### src/rtl/core/osat_pkg.sv
// Shared constants, types and codes of the oriented box overlap test.
package osat_pkg;

    // Sine polynomial, Q.18 coefficients, and fixed-point units
    localparam logic [18:0] POLY_A    = 19'd411773;
    localparam logic [17:0] POLY_B    = 18'd168188;
    localparam logic [14:0] POLY_C    = 15'd18559;
    localparam logic [18:0] PHASE_ONE = 19'd262144;
    localparam logic [15:0] TRIG_ONE  = 16'd16384;

    // Pipeline depths of the units, and the number of axes
    localparam int TRIG_LAT   = 5;
    localparam int CORNER_LAT = 2;
    localparam int CELL_LAT   = 3;
    localparam int NUM_AXES   = 4;

    // Corner sign masks: bit i set means the corner takes minus that half extent
    localparam logic [3:0] CORNER_NEG_X = 4'b1001;
    localparam logic [3:0] CORNER_NEG_Y = 4'b0011;

    // Axis codes, in test order
    localparam int AXIS_A_X = 0;
    localparam int AXIS_A_Y = 1;
    localparam int AXIS_B_X = 2;
    localparam int AXIS_B_Y = 3;

    // Trig bundle slots
    localparam int TRIG_CA = 0;
    localparam int TRIG_SA = 1;
    localparam int TRIG_CB = 2;
    localparam int TRIG_SB = 3;

    typedef struct packed {
        logic sep;
        logic found;
    } osat_flags_t;

endpackage

### src/rtl/core/osat_mulq14.sv
// Registered multiply by a Q1.14 factor, rounded half away from zero.
module osat_mulq14 import osat_pkg::*;
#(
    parameter int W = 35
)
(
    input  logic                clk,
    input  logic                en,
    input  logic signed [W-1:0] v,
    input  logic signed [15:0]  k,
    output logic signed [W-1:0] prod
);

    logic [W-1:0]    mag_v;
    logic [14:0]     mag_k;
    logic [W+14:0]   full;
    logic [W:0]      mag_r;
    logic            neg;
    logic signed [W-1:0] prod_next;
    logic signed [W-1:0] prod_reg;

    always_comb
    begin
        mag_v     = v[W-1] ? W'(-v) : W'(v);
        mag_k     = k[15] ? 15'(-k) : 15'(k);
        neg       = v[W-1] ^ k[15];
        full      = (W+15)'(mag_v) * (W+15)'(mag_k) + (W+15)'(8192);
        mag_r     = full[W+14:14];
        prod_next = neg ? W'(-mag_r) : W'(mag_r);
    end

    always_ff @(posedge clk)
    begin
        if (en)
        begin
            prod_reg <= prod_next;
        end
    end

    assign prod = prod_reg;

endmodule

### config.mk
export PLATFORM = sky130hd
export DESIGN_NAME = osat_mulq14
export DESIGN_NICKNAME = d
export VERILOG_FILES = /design/src/rtl/core/osat_pkg.sv /design/src/rtl/core/osat_mulq14.sv
export SDC_FILE = /design/constraint.sdc
export NUM_CORES = 1
export LEC_CHECK = 0
export BUFFER_PORTS_ARGS = -buffer_cell sky130_fd_sc_hd__clkbuf_2
export CAP_MARGIN = 0
export CORE_AREA = 2 2 275 223
export DETAILED_ROUTE_END_ITERATION = 8
export DIE_AREA = 0 0 277 225
export PLACE_DENSITY_LB_ADDON = 0.3
export SYNTH_ARGS = -nofsm -noshare
export SYNTH_HDL_FRONTEND = slang
export SYNTH_SLANG_ARGS = --single-unit
### constraint.sdc
create_clock -name clk -period 13.1 [get_ports clk]
set_input_delay 3.275 -clock clk [delete_from_list [all_inputs] [get_ports clk]]
set_output_delay 3.275 -clock clk [all_outputs]
set_load 0.01 [all_outputs]
* After elaboration in Yosys (flattened, before gate mapping)
Cells that the tools add are included.
Word-level totals: flip-flop bits (word level) 35, input bits 53, output and inout bits 35, word-level logic and storage cells 10
Cells by class: $add $sub $neg 4, multipliers 1, muxes and demuxes 3, bitwise operators 1
Operator list (count):
- 35-bit two-way mux | 2
- 35-bit negator | 2
- 49-bit by 14-bit adder with 49-bit output (second input constant) | 1
- 35-bit by 15-bit multiplier with 49-bit output | 1
- 15-bit two-way mux | 1
- 15-bit negator | 1
- 1-bit bitwise XOR | 1

* Longest topological paths before layout
Gate-level depths: netlist of the first run.
word-level depth 6, depth in mapped cells 35, gate-level depth less buffers 33

* Worst setup path before layout of the first run
Ideal clock, no wire load.
path kind input to register, start input v[3], end register prod_reg[22] (netlist: prod[22]) (data pin), setup time 0.268 ns, arrival 11.488 ns, required time 12.832 ns, slack 1.344 ns, stages 29, buffers on the path 2, cells stage by stage clkbuf_1 -> nor4_1 -> nand3_1 -> or3_1 -> or3_1 -> o21ai_0 -> xnor2_1 -> nand2_1 -> fa_1 -> fa_1 -> inv_1 -> fa_1 -> fa_1 -> fa_1 -> inv_1 -> fa_1 -> inv_1 -> ha_1 -> clkbuf_1 -> a21oi_1 -> o21ai_0 -> a2111oi_2 -> a21oi_1 -> xor2_1 -> nand4b_1 -> or4_1 -> nor4_2 -> a21oi_1 -> xor2_1
On the way: longest elaborated chain between the ends 6
RTL lines:
- start, declared | RTL line osat_mulq14.sv:9 | input logic signed [W-1:0] v,
- 35-bit negator | RTL line osat_mulq14.sv:24 | mag_v = v[W-1] ? W'(-v) : W'(v);
- 35-bit two-way mux * | RTL line osat_mulq14.sv:24
- 35-bit by 15-bit multiplier with 49-bit output * | RTL line osat_mulq14.sv:27 | full = (W+15)'(mag_v) * (W+15)'(mag_k) + (W+15)'(8192);
- 49-bit by 14-bit adder with 49-bit output * | RTL line osat_mulq14.sv:27
- 35-bit negator | RTL line osat_mulq14.sv:29 | prod_next = neg ? W'(-mag_r) : W'(mag_r);
- 35-bit two-way mux * | RTL line osat_mulq14.sv:29
- named net prod_next[22] | RTL line osat_mulq14.sv:19 | logic signed [W-1:0] prod_next;
- end signal, assigned | RTL line osat_mulq14.sv:36 | prod_reg <= prod_next;
- end, declared | RTL line osat_mulq14.sv:20 | logic signed [W-1:0] prod_reg;
Mark *: on every way through the listed nets, which the timed path passes. The rest lies on a longest branch. A chain may end at the register's enable or synchronous reset.

* Worst setup path in the final report of the first run
start input k[3], end register prod_reg[34] (netlist: prod[34]) (data pin)
On the way: longest elaborated chain between the ends 6
RTL lines:
- start, declared | RTL line osat_mulq14.sv:10 | input logic signed [15:0] k,
- 15-bit negator | RTL line osat_mulq14.sv:25 | mag_k = k[15] ? 15'(-k) : 15'(k);
- 15-bit two-way mux * | RTL line osat_mulq14.sv:25
- 35-bit by 15-bit multiplier with 49-bit output * | RTL line osat_mulq14.sv:27
- 49-bit by 14-bit adder with 49-bit output * | RTL line osat_mulq14.sv:27
- 35-bit negator | RTL line osat_mulq14.sv:29
- 35-bit two-way mux * | RTL line osat_mulq14.sv:29
- named net prod_next[34] | RTL line osat_mulq14.sv:19
Marked as above.

==> run_summary.xml, run 1 <==
<?xml version="1.0" encoding="UTF-8"?>
<metrics>
  <group name="run_status">
    <metric name="run_status" unit="">finished clean</metric>
  </group>
  <group name="floorplanning">
    <metric name="io_pins" unit="">88</metric>
    <metric name="placementRows" unit="">80</metric>
    <metric name="design.die.area" unit="µm²">62300</metric>
    <metric name="dieWidth" unit="µm">277</metric>
    <metric name="initial_utilization" unit="%">33.8</metric>
    <metric name="core_region_area" unit="µm²">59300</metric>
    <metric name="chipHeight" unit="µm">225</metric>
  </group>
  <group name="place">
    <metric name="dp_slack" unit="ns">-0.209</metric>
    <metric name="gp_routability_congestion" unit="">0.941</metric>
    <metric name="io_buffers" unit="">87</metric>
    <metric name="placed_instance_count" unit="">3256</metric>
    <metric name="place_hpwl" unit="µm">54300</metric>
  </group>
  <group name="route">
    <metric name="met2_routed_length" unit="µm">29200</metric>
    <metric name="postRouteWirelength" unit="µm">62500</metric>
    <metric name="drc" unit="">0</metric>
    <metric name="drt-pass1-iter-count" unit="">5</metric>
    <metric name="detailroute.via_count" unit="">16900</metric>
    <metric name="vias_per_cell" unit="">5.18</metric>
    <metric name="ant_nets" unit="">0</metric>
    <metric name="met3WireLength" unit="µm">4740</metric>
    <metric name="routed.top_layer" unit="">met4</metric>
    <metric name="initialDrtViolationCount" unit="">1083</metric>
    <metric name="wl_per_cell" unit="µm">19.1</metric>
    <metric name="wl_met1" unit="µm">27100</metric>
  </group>
  <group name="min_path">
    <metric name="min_path_type" unit="">in -&gt; reg</metric>
    <metric name="timing.hold.worst.start" unit="">en</metric>
  </group>
  <group name="timing">
    <metric name="worst_slack" unit="ns">0.588</metric>
    <metric name="finalMaxSlewViolations" unit="">0</metric>
    <metric name="finalCritPeriodShare" unit="%">95.5</metric>
    <metric name="fmaxAchievable" unit="MHz">79.9</metric>
    <metric name="period_needed" unit="ns">12.51</metric>
    <metric name="rsz_0062_raised_after_global_routing" unit="">false</metric>
    <metric name="finalSetupViolations" unit="">0</metric>
    <metric name="hold_viol_final" unit="">0</metric>
    <metric name="worst_slew_pin_slew" unit="ns">1.21</metric>
    <metric name="timing.max_slew.rel_slack" unit="%">18.9</metric>
  </group>
  <group name="global_routing">
    <metric name="grt_overflow" unit="">0</metric>
    <metric name="grt_pass1_wl" unit="µm">102000</metric>
    <metric name="first_global_vias" unit="">18300</metric>
    <metric name="grt_start_max_net_pins" unit="">36</metric>
    <metric name="grt_antenna_before_repair" unit="">3</metric>
    <metric name="grt_use_total" unit="%">20.8</metric>
  </group>
  <group name="layout">
    <metric name="antenna-diode-count" unit="">0</metric>
    <metric name="areaGrowthSynthToFinish" unit="%">11.1</metric>
    <metric name="drive_above_1_share" unit="%">10.3</metric>
    <metric name="post_layout_nonfiller_instances" unit="">3264</metric>
    <metric name="number_of_flip_flops_under_the_largest_register_name" unit="">35</metric>
    <metric name="final_common_cell" unit="">sky130_fd_sc_hd__inv_1</metric>
    <metric name="layout.nets" unit="">3103</metric>
    <metric name="final_cell_mix" unit="">sky130_fd_sc_hd__inv_1, sky130_fd_sc_hd__fa_1, sky130_fd_sc_hd__nand2_1</metric>
  </group>
  <group name="yosys">
    <metric name="post_synthesis_sequential_area_ratio" unit="%">5.24</metric>
    <metric name="post_syn_instances" unit="">2364</metric>
    <metric name="synth.avg_cell_area" unit="µm²">8.48</metric>
    <metric name="yosysTopAreaCellShare" unit="%">42.6</metric>
    <metric name="number_of_enable_type_register_cells_in_the_synthesized_netlist" unit="">35</metric>
    <metric name="ys_seq_elements" unit="">35</metric>
    <metric name="netlist_area" unit="µm²">20100</metric>
    <metric name="synthTopCellsByArea" unit="">sky130_fd_sc_hd__fa_1, sky130_fd_sc_hd__inv_1, sky130_fd_sc_hd__ha_1</metric>
    <metric name="yosysWarnings" unit="">0</metric>
    <metric name="ys_dominant_reg_cell" unit="">sky130_fd_sc_hd__edfxtp_1</metric>
    <metric name="synthArstFlopShare" unit="%">0</metric>
    <metric name="synth_nets" unit="">2983</metric>
    <metric name="yosysTopAreaCell" unit="">sky130_fd_sc_hd__fa_1</metric>
    <metric name="synth.distinct_cells" unit="">80</metric>
  </group>
  <group name="clock_tree">
    <metric name="cts.repair_timing.setup_buffer_count" unit="">0</metric>
    <metric name="number_of_buffers_inserted_during_clock_tree_synthesis" unit="">5</metric>
    <metric name="cts.sinks" unit="">35</metric>
    <metric name="longest_clk_path_bufs" unit="">2</metric>
    <metric name="htree_levels" unit="">2</metric>
    <metric name="tritoncts" unit="">yes</metric>
    <metric name="clk_pin_slew" unit="ns">0.06</metric>
    <metric name="root_buffer" unit="">sky130_fd_sc_hd__clkbuf_16</metric>
  </group>
  <group name="critical_path">
    <metric name="crit_path_end_kind" unit="">flop</metric>
    <metric name="timing.critical_path.fanout_max" unit="">18</metric>
    <metric name="critPathKind" unit="">in -&gt; reg</metric>
    <metric name="arrival" unit="ns">12.54</metric>
    <metric name="worst_ep_required_time" unit="ns">13.12</metric>
    <metric name="most_repeated_library_cell_on_the_critical_path" unit="">sky130_fd_sc_hd__fa_1</metric>
    <metric name="worst_path_largest_cell_delay" unit="ns">0.59</metric>
    <metric name="crit_path_top_delay_cell" unit="">sky130_fd_sc_hd__or4_1</metric>
    <metric name="critPathLaunchType" unit="">primary input</metric>
    <metric name="cp-startpoint" unit="">k[3]</metric>
  </group>
  <group name="run">
    <metric name="drv_cap" unit="">0</metric>
  </group>
</metrics>
-- per-stage QoR --
step	area (µm²)	hold WS [ns]	util [%]	TNS [ns]
2_1_floorplan	20100	3.39	-	0
3_3_place_gp	22100	3.71	37.2	-0.828
3_5_place_dp	22100	3.71	37.2	-1.02
4_1_cts	22200	3.85	37.5	0
5_1_grt	22300	3.91	37.6	0
6_report	22300	3.82	37.6	0
-- cell families after synthesis --
family | after synthesis | synth area share [%]
AOI/OAI and AO/OA | 263 | 9.17
and+or+nand+nor | 786 | 17.1
buffers and inverters | 568 | 10.7
xor gates and xnor gates | 138 | 6.03
DFF | 35 | 5.24
adders and majority gates | 566 | 51.3
muxes | 8 | 0.487
-- critical path, delay by kind of cell --
kind            cells  cell delay, ns
compound gates      8            2.41
xor+xnor            2            0.55
fa+ha+maj           7            3.56
buf+inv             7            1.20
simple gates        6            1.49
-- repair_timing --
action,CTS,global route
hold buffers,0,0
gates resized for setup,0,15
endpoints found under the setup margin,0,20
-- cells in the mapped netlist, types with 7 or more instances --
cell / count
sky130_fd_sc_hd__a21oi_1: 70
sky130_fd_sc_hd__a31oi_1: 9
sky130_fd_sc_hd__and4_1: 8
sky130_fd_sc_hd__edfxtp_1: 35
sky130_fd_sc_hd__clkbuf_1: 74
sky130_fd_sc_hd__o21ai_0: 61
sky130_fd_sc_hd__ha_1: 139
sky130_fd_sc_hd__nand2b_1: 10
sky130_fd_sc_hd__fa_1: 427
sky130_fd_sc_hd__nand4_1: 18
sky130_fd_sc_hd__inv_1: 487
sky130_fd_sc_hd__and3_1: 12
sky130_fd_sc_hd__xor2_1: 54
sky130_fd_sc_hd__a21o_1: 9
sky130_fd_sc_hd__or3_1: 14
sky130_fd_sc_hd__a211oi_1: 11
sky130_fd_sc_hd__nand2_1: 393
sky130_fd_sc_hd__o41ai_1: 10
sky130_fd_sc_hd__nor2_1: 228
sky130_fd_sc_hd__o211ai_1: 11
sky130_fd_sc_hd__nand3_1: 15
sky130_fd_sc_hd__or4_1: 7
sky130_fd_sc_hd__o31ai_1: 10
sky130_fd_sc_hd__and2_1: 35
sky130_fd_sc_hd__xnor2_1: 84
sky130_fd_sc_hd__nor3_1: 13
-- path summary, 6_finish.rpt --
path | cells after the start | end | slack (ns)
setup / recovery | 30 | prod[34] | 0.59
hold / removal | 1 | prod[2] | 3.82
-- layer usage --
layer | GRT usage (%) | vias up
li1 | - | 7547
met1 | 27.9 | 8687
met2 | 35.1 | 592
met3 | 3.95 | 83
met4 | 4.14 | 0
met5 | 0 | -
-- layout make-up --
cell class,instances,area [µm²]
timing repair buffer,194,1240
tap,779,975
clock inverter,2,12.5
clock buffer,6,129
inverter,487,1830
fill,6097,37000
multi-input combinational,1761,17000
sequential,35,1050
Power of run 1 is left out: the tool's default activity adds up to more than one toggle a clock period on the data nets, which glitch-free logic cannot reach.
==> inputs of run 2 (changes only) <==
--- a/config.mk
+++ b/config.mk
@@ -7,9 +7,9 @@
 export LEC_CHECK = 0
 export BUFFER_PORTS_ARGS = -buffer_cell sky130_fd_sc_hd__clkbuf_2
 export CAP_MARGIN = 0
-export CORE_AREA = 2 2 275 223
+export CORE_AREA = 2 2 293 237
 export DETAILED_ROUTE_END_ITERATION = 8
-export DIE_AREA = 0 0 277 225
+export DIE_AREA = 0 0 295 239
 export PLACE_DENSITY_LB_ADDON = 0.3
 export SYNTH_ARGS = -nofsm -noshare
 export SYNTH_HDL_FRONTEND = slang
==> run_summary.xml, run 2 (synthesis gave the netlist of run 1 again) <==
<?xml version="1.0" encoding="UTF-8"?>
<metrics>
  <group name="route">
    <metric name="wl_per_cell" unit="µm">18.5</metric>
    <metric name="postRouteWirelength" unit="µm">62700</metric>
    <metric name="drt-pass1-iter-count" unit="">5</metric>
    <metric name="ant_nets" unit="">0</metric>
    <metric name="initialDrtViolationCount" unit="">1189</metric>
    <metric name="detailroute.via_count" unit="">16400</metric>
    <metric name="drc" unit="">0</metric>
    <metric name="vias_per_cell" unit="">4.84</metric>
  </group>
  <group name="critical_path">
    <metric name="most_repeated_library_cell_on_the_critical_path" unit="">sky130_fd_sc_hd__fa_1</metric>
    <metric name="worst_path_largest_cell_delay" unit="ns">0.57</metric>
    <metric name="worst_ep_required_time" unit="ns">13.13</metric>
    <metric name="crit_path_top_delay_cell" unit="">sky130_fd_sc_hd__nor4_1</metric>
    <metric name="timing.critical_path.fanout_max" unit="">9</metric>
    <metric name="critPathLaunchType" unit="">primary input</metric>
    <metric name="crit_path_end_kind" unit="">flop</metric>
    <metric name="arrival" unit="ns">12.49</metric>
    <metric name="critPathKind" unit="">in -&gt; reg</metric>
  </group>
  <group name="place">
    <metric name="place_hpwl" unit="µm">53700</metric>
    <metric name="io_buffers" unit="">87</metric>
    <metric name="dp_slack" unit="ns">0.0774</metric>
    <metric name="gp_routability_congestion" unit="">0.874</metric>
    <metric name="placed_instance_count" unit="">3384</metric>
  </group>
  <group name="timing">
    <metric name="final.setup.tns" unit="ns">0</metric>
    <metric name="period_needed" unit="ns">12.46</metric>
    <metric name="finalSetupViolations" unit="">0</metric>
    <metric name="worst_slew_pin_slew" unit="ns">1.12</metric>
    <metric name="worst_hold_slack" unit="ns">3.86</metric>
    <metric name="finalMaxSlewViolations" unit="">0</metric>
    <metric name="rsz_0062_raised_after_global_routing" unit="">false</metric>
    <metric name="hold_viol_final" unit="">0</metric>
    <metric name="finalCritPeriodShare" unit="%">95.1</metric>
    <metric name="fmaxAchievable" unit="MHz">80.3</metric>
    <metric name="timing.max_slew.rel_slack" unit="%">25.0</metric>
    <metric name="worst_slack" unit="ns">0.640</metric>
  </group>
  <group name="global_routing">
    <metric name="grt_use_total" unit="%">18.5</metric>
    <metric name="first_global_vias" unit="">17400</metric>
    <metric name="grt_antenna_before_repair" unit="">3</metric>
    <metric name="grt_pass1_wl" unit="µm">101000</metric>
    <metric name="grt_start_max_net_pins" unit="">36</metric>
    <metric name="grt_overflow" unit="">0</metric>
  </group>
  <group name="floorplanning">
    <metric name="io_pins" unit="">88</metric>
    <metric name="chipHeight" unit="µm">239</metric>
    <metric name="initial_utilization" unit="%">29.5</metric>
    <metric name="design.die.area" unit="µm²">70500</metric>
    <metric name="placementRows" unit="">86</metric>
    <metric name="dieWidth" unit="µm">295</metric>
    <metric name="core_region_area" unit="µm²">67900</metric>
  </group>
  <group name="clock_tree">
    <metric name="htree_levels" unit="">2</metric>
    <metric name="root_buffer" unit="">sky130_fd_sc_hd__clkbuf_16</metric>
    <metric name="cts.sinks" unit="">35</metric>
    <metric name="tritoncts" unit="">yes</metric>
    <metric name="longest_clk_path_bufs" unit="">2</metric>
    <metric name="number_of_buffers_inserted_during_clock_tree_synthesis" unit="">5</metric>
    <metric name="number_of_hold_buffers_added_after_cts" unit="">0</metric>
    <metric name="clk_pin_slew" unit="ns">0.06</metric>
  </group>
  <group name="layout">
    <metric name="layout.nets" unit="">3088</metric>
    <metric name="post_layout_nonfiller_instances" unit="">3394</metric>
    <metric name="num-fill-cells" unit="">7302</metric>
    <metric name="area.sequential" unit="µm²">1050</metric>
    <metric name="drive_above_1_share" unit="%">9.60</metric>
    <metric name="final_common_cell" unit="">sky130_fd_sc_hd__inv_1</metric>
    <metric name="area_of_combinational_cells_with_multiple_inputs" unit="µm²">17000</metric>
    <metric name="antenna-diode-count" unit="">0</metric>
    <metric name="areaGrowthSynthToFinish" unit="%">11.5</metric>
    <metric name="number_of_flip_flops_under_the_largest_register_name" unit="">35</metric>
    <metric name="final_cell_mix" unit="">sky130_fd_sc_hd__inv_1, sky130_fd_sc_hd__fa_1, sky130_fd_sc_hd__nand2_1</metric>
  </group>
  <group name="run_status">
    <metric name="run_status" unit="">finished clean</metric>
  </group>
  <group name="min_path">
    <metric name="min_path_type" unit="">in -&gt; reg</metric>
  </group>
  <group name="run">
    <metric name="drv_cap" unit="">0</metric>
  </group>
</metrics>
## run 2: stage by stage
stage	instance area (µm²)	util, %
after floorplan	20100	-
after detailed placement	22100	32.6
after global placement	22100	32.6
after CTS	22300	32.8
final	22400	32.9
after global routing	22400	32.9
## run 2: metal layers
layer / vias to the layer above / wire length [µm] / track usage (%)
li1: 7521 / - / -
met1: 8334 / 28500 / 26.7
met2: 505 / 29100 / 30.8
met3: 57 / 4330 / 1.66
met4: 0 / 771 / 2.33
met5: - / 0 / 0
## run 2: area by class of cell
cell class | instances | share of cell area [%]
sequential | 35 | 4.70
tap | 924 | 5.17
inverter | 487 | 8.18
timing repair buffer | 179 | 5.04
clock inverter | 3 | 0.196
multi-input combinational | 1761 | 76.2
clock buffer | 5 | 0.560
## run 2: worst paths after layout
| path | to | start | slack [ns] | cells after the start |
|---|---|---|---|---|
| setup / recovery | prod[34] | v[0] | 0.64 | 31 |
| hold / removal | prod[19] | en | 3.86 | 1 |
## run 2: critical path, delay by kind of cell
family | cells | cell delay [ns]
AO/OA/AOI/OAI | 6 | 1.74
XOR/XNOR | 2 | 0.51
AND/OR/NAND/NOR | 9 | 2.69
adder cells (fa/ha/maj) | 8 | 3.72
buffers and inverters | 6 | 0.53
## run 2: repair_timing
item | CTS | global route
gates resized for setup | 0 | 6
endpoints found under the setup margin | 0 | 15
setup buffers | 0 | 2
Power of run 2 is left out for the same reason.
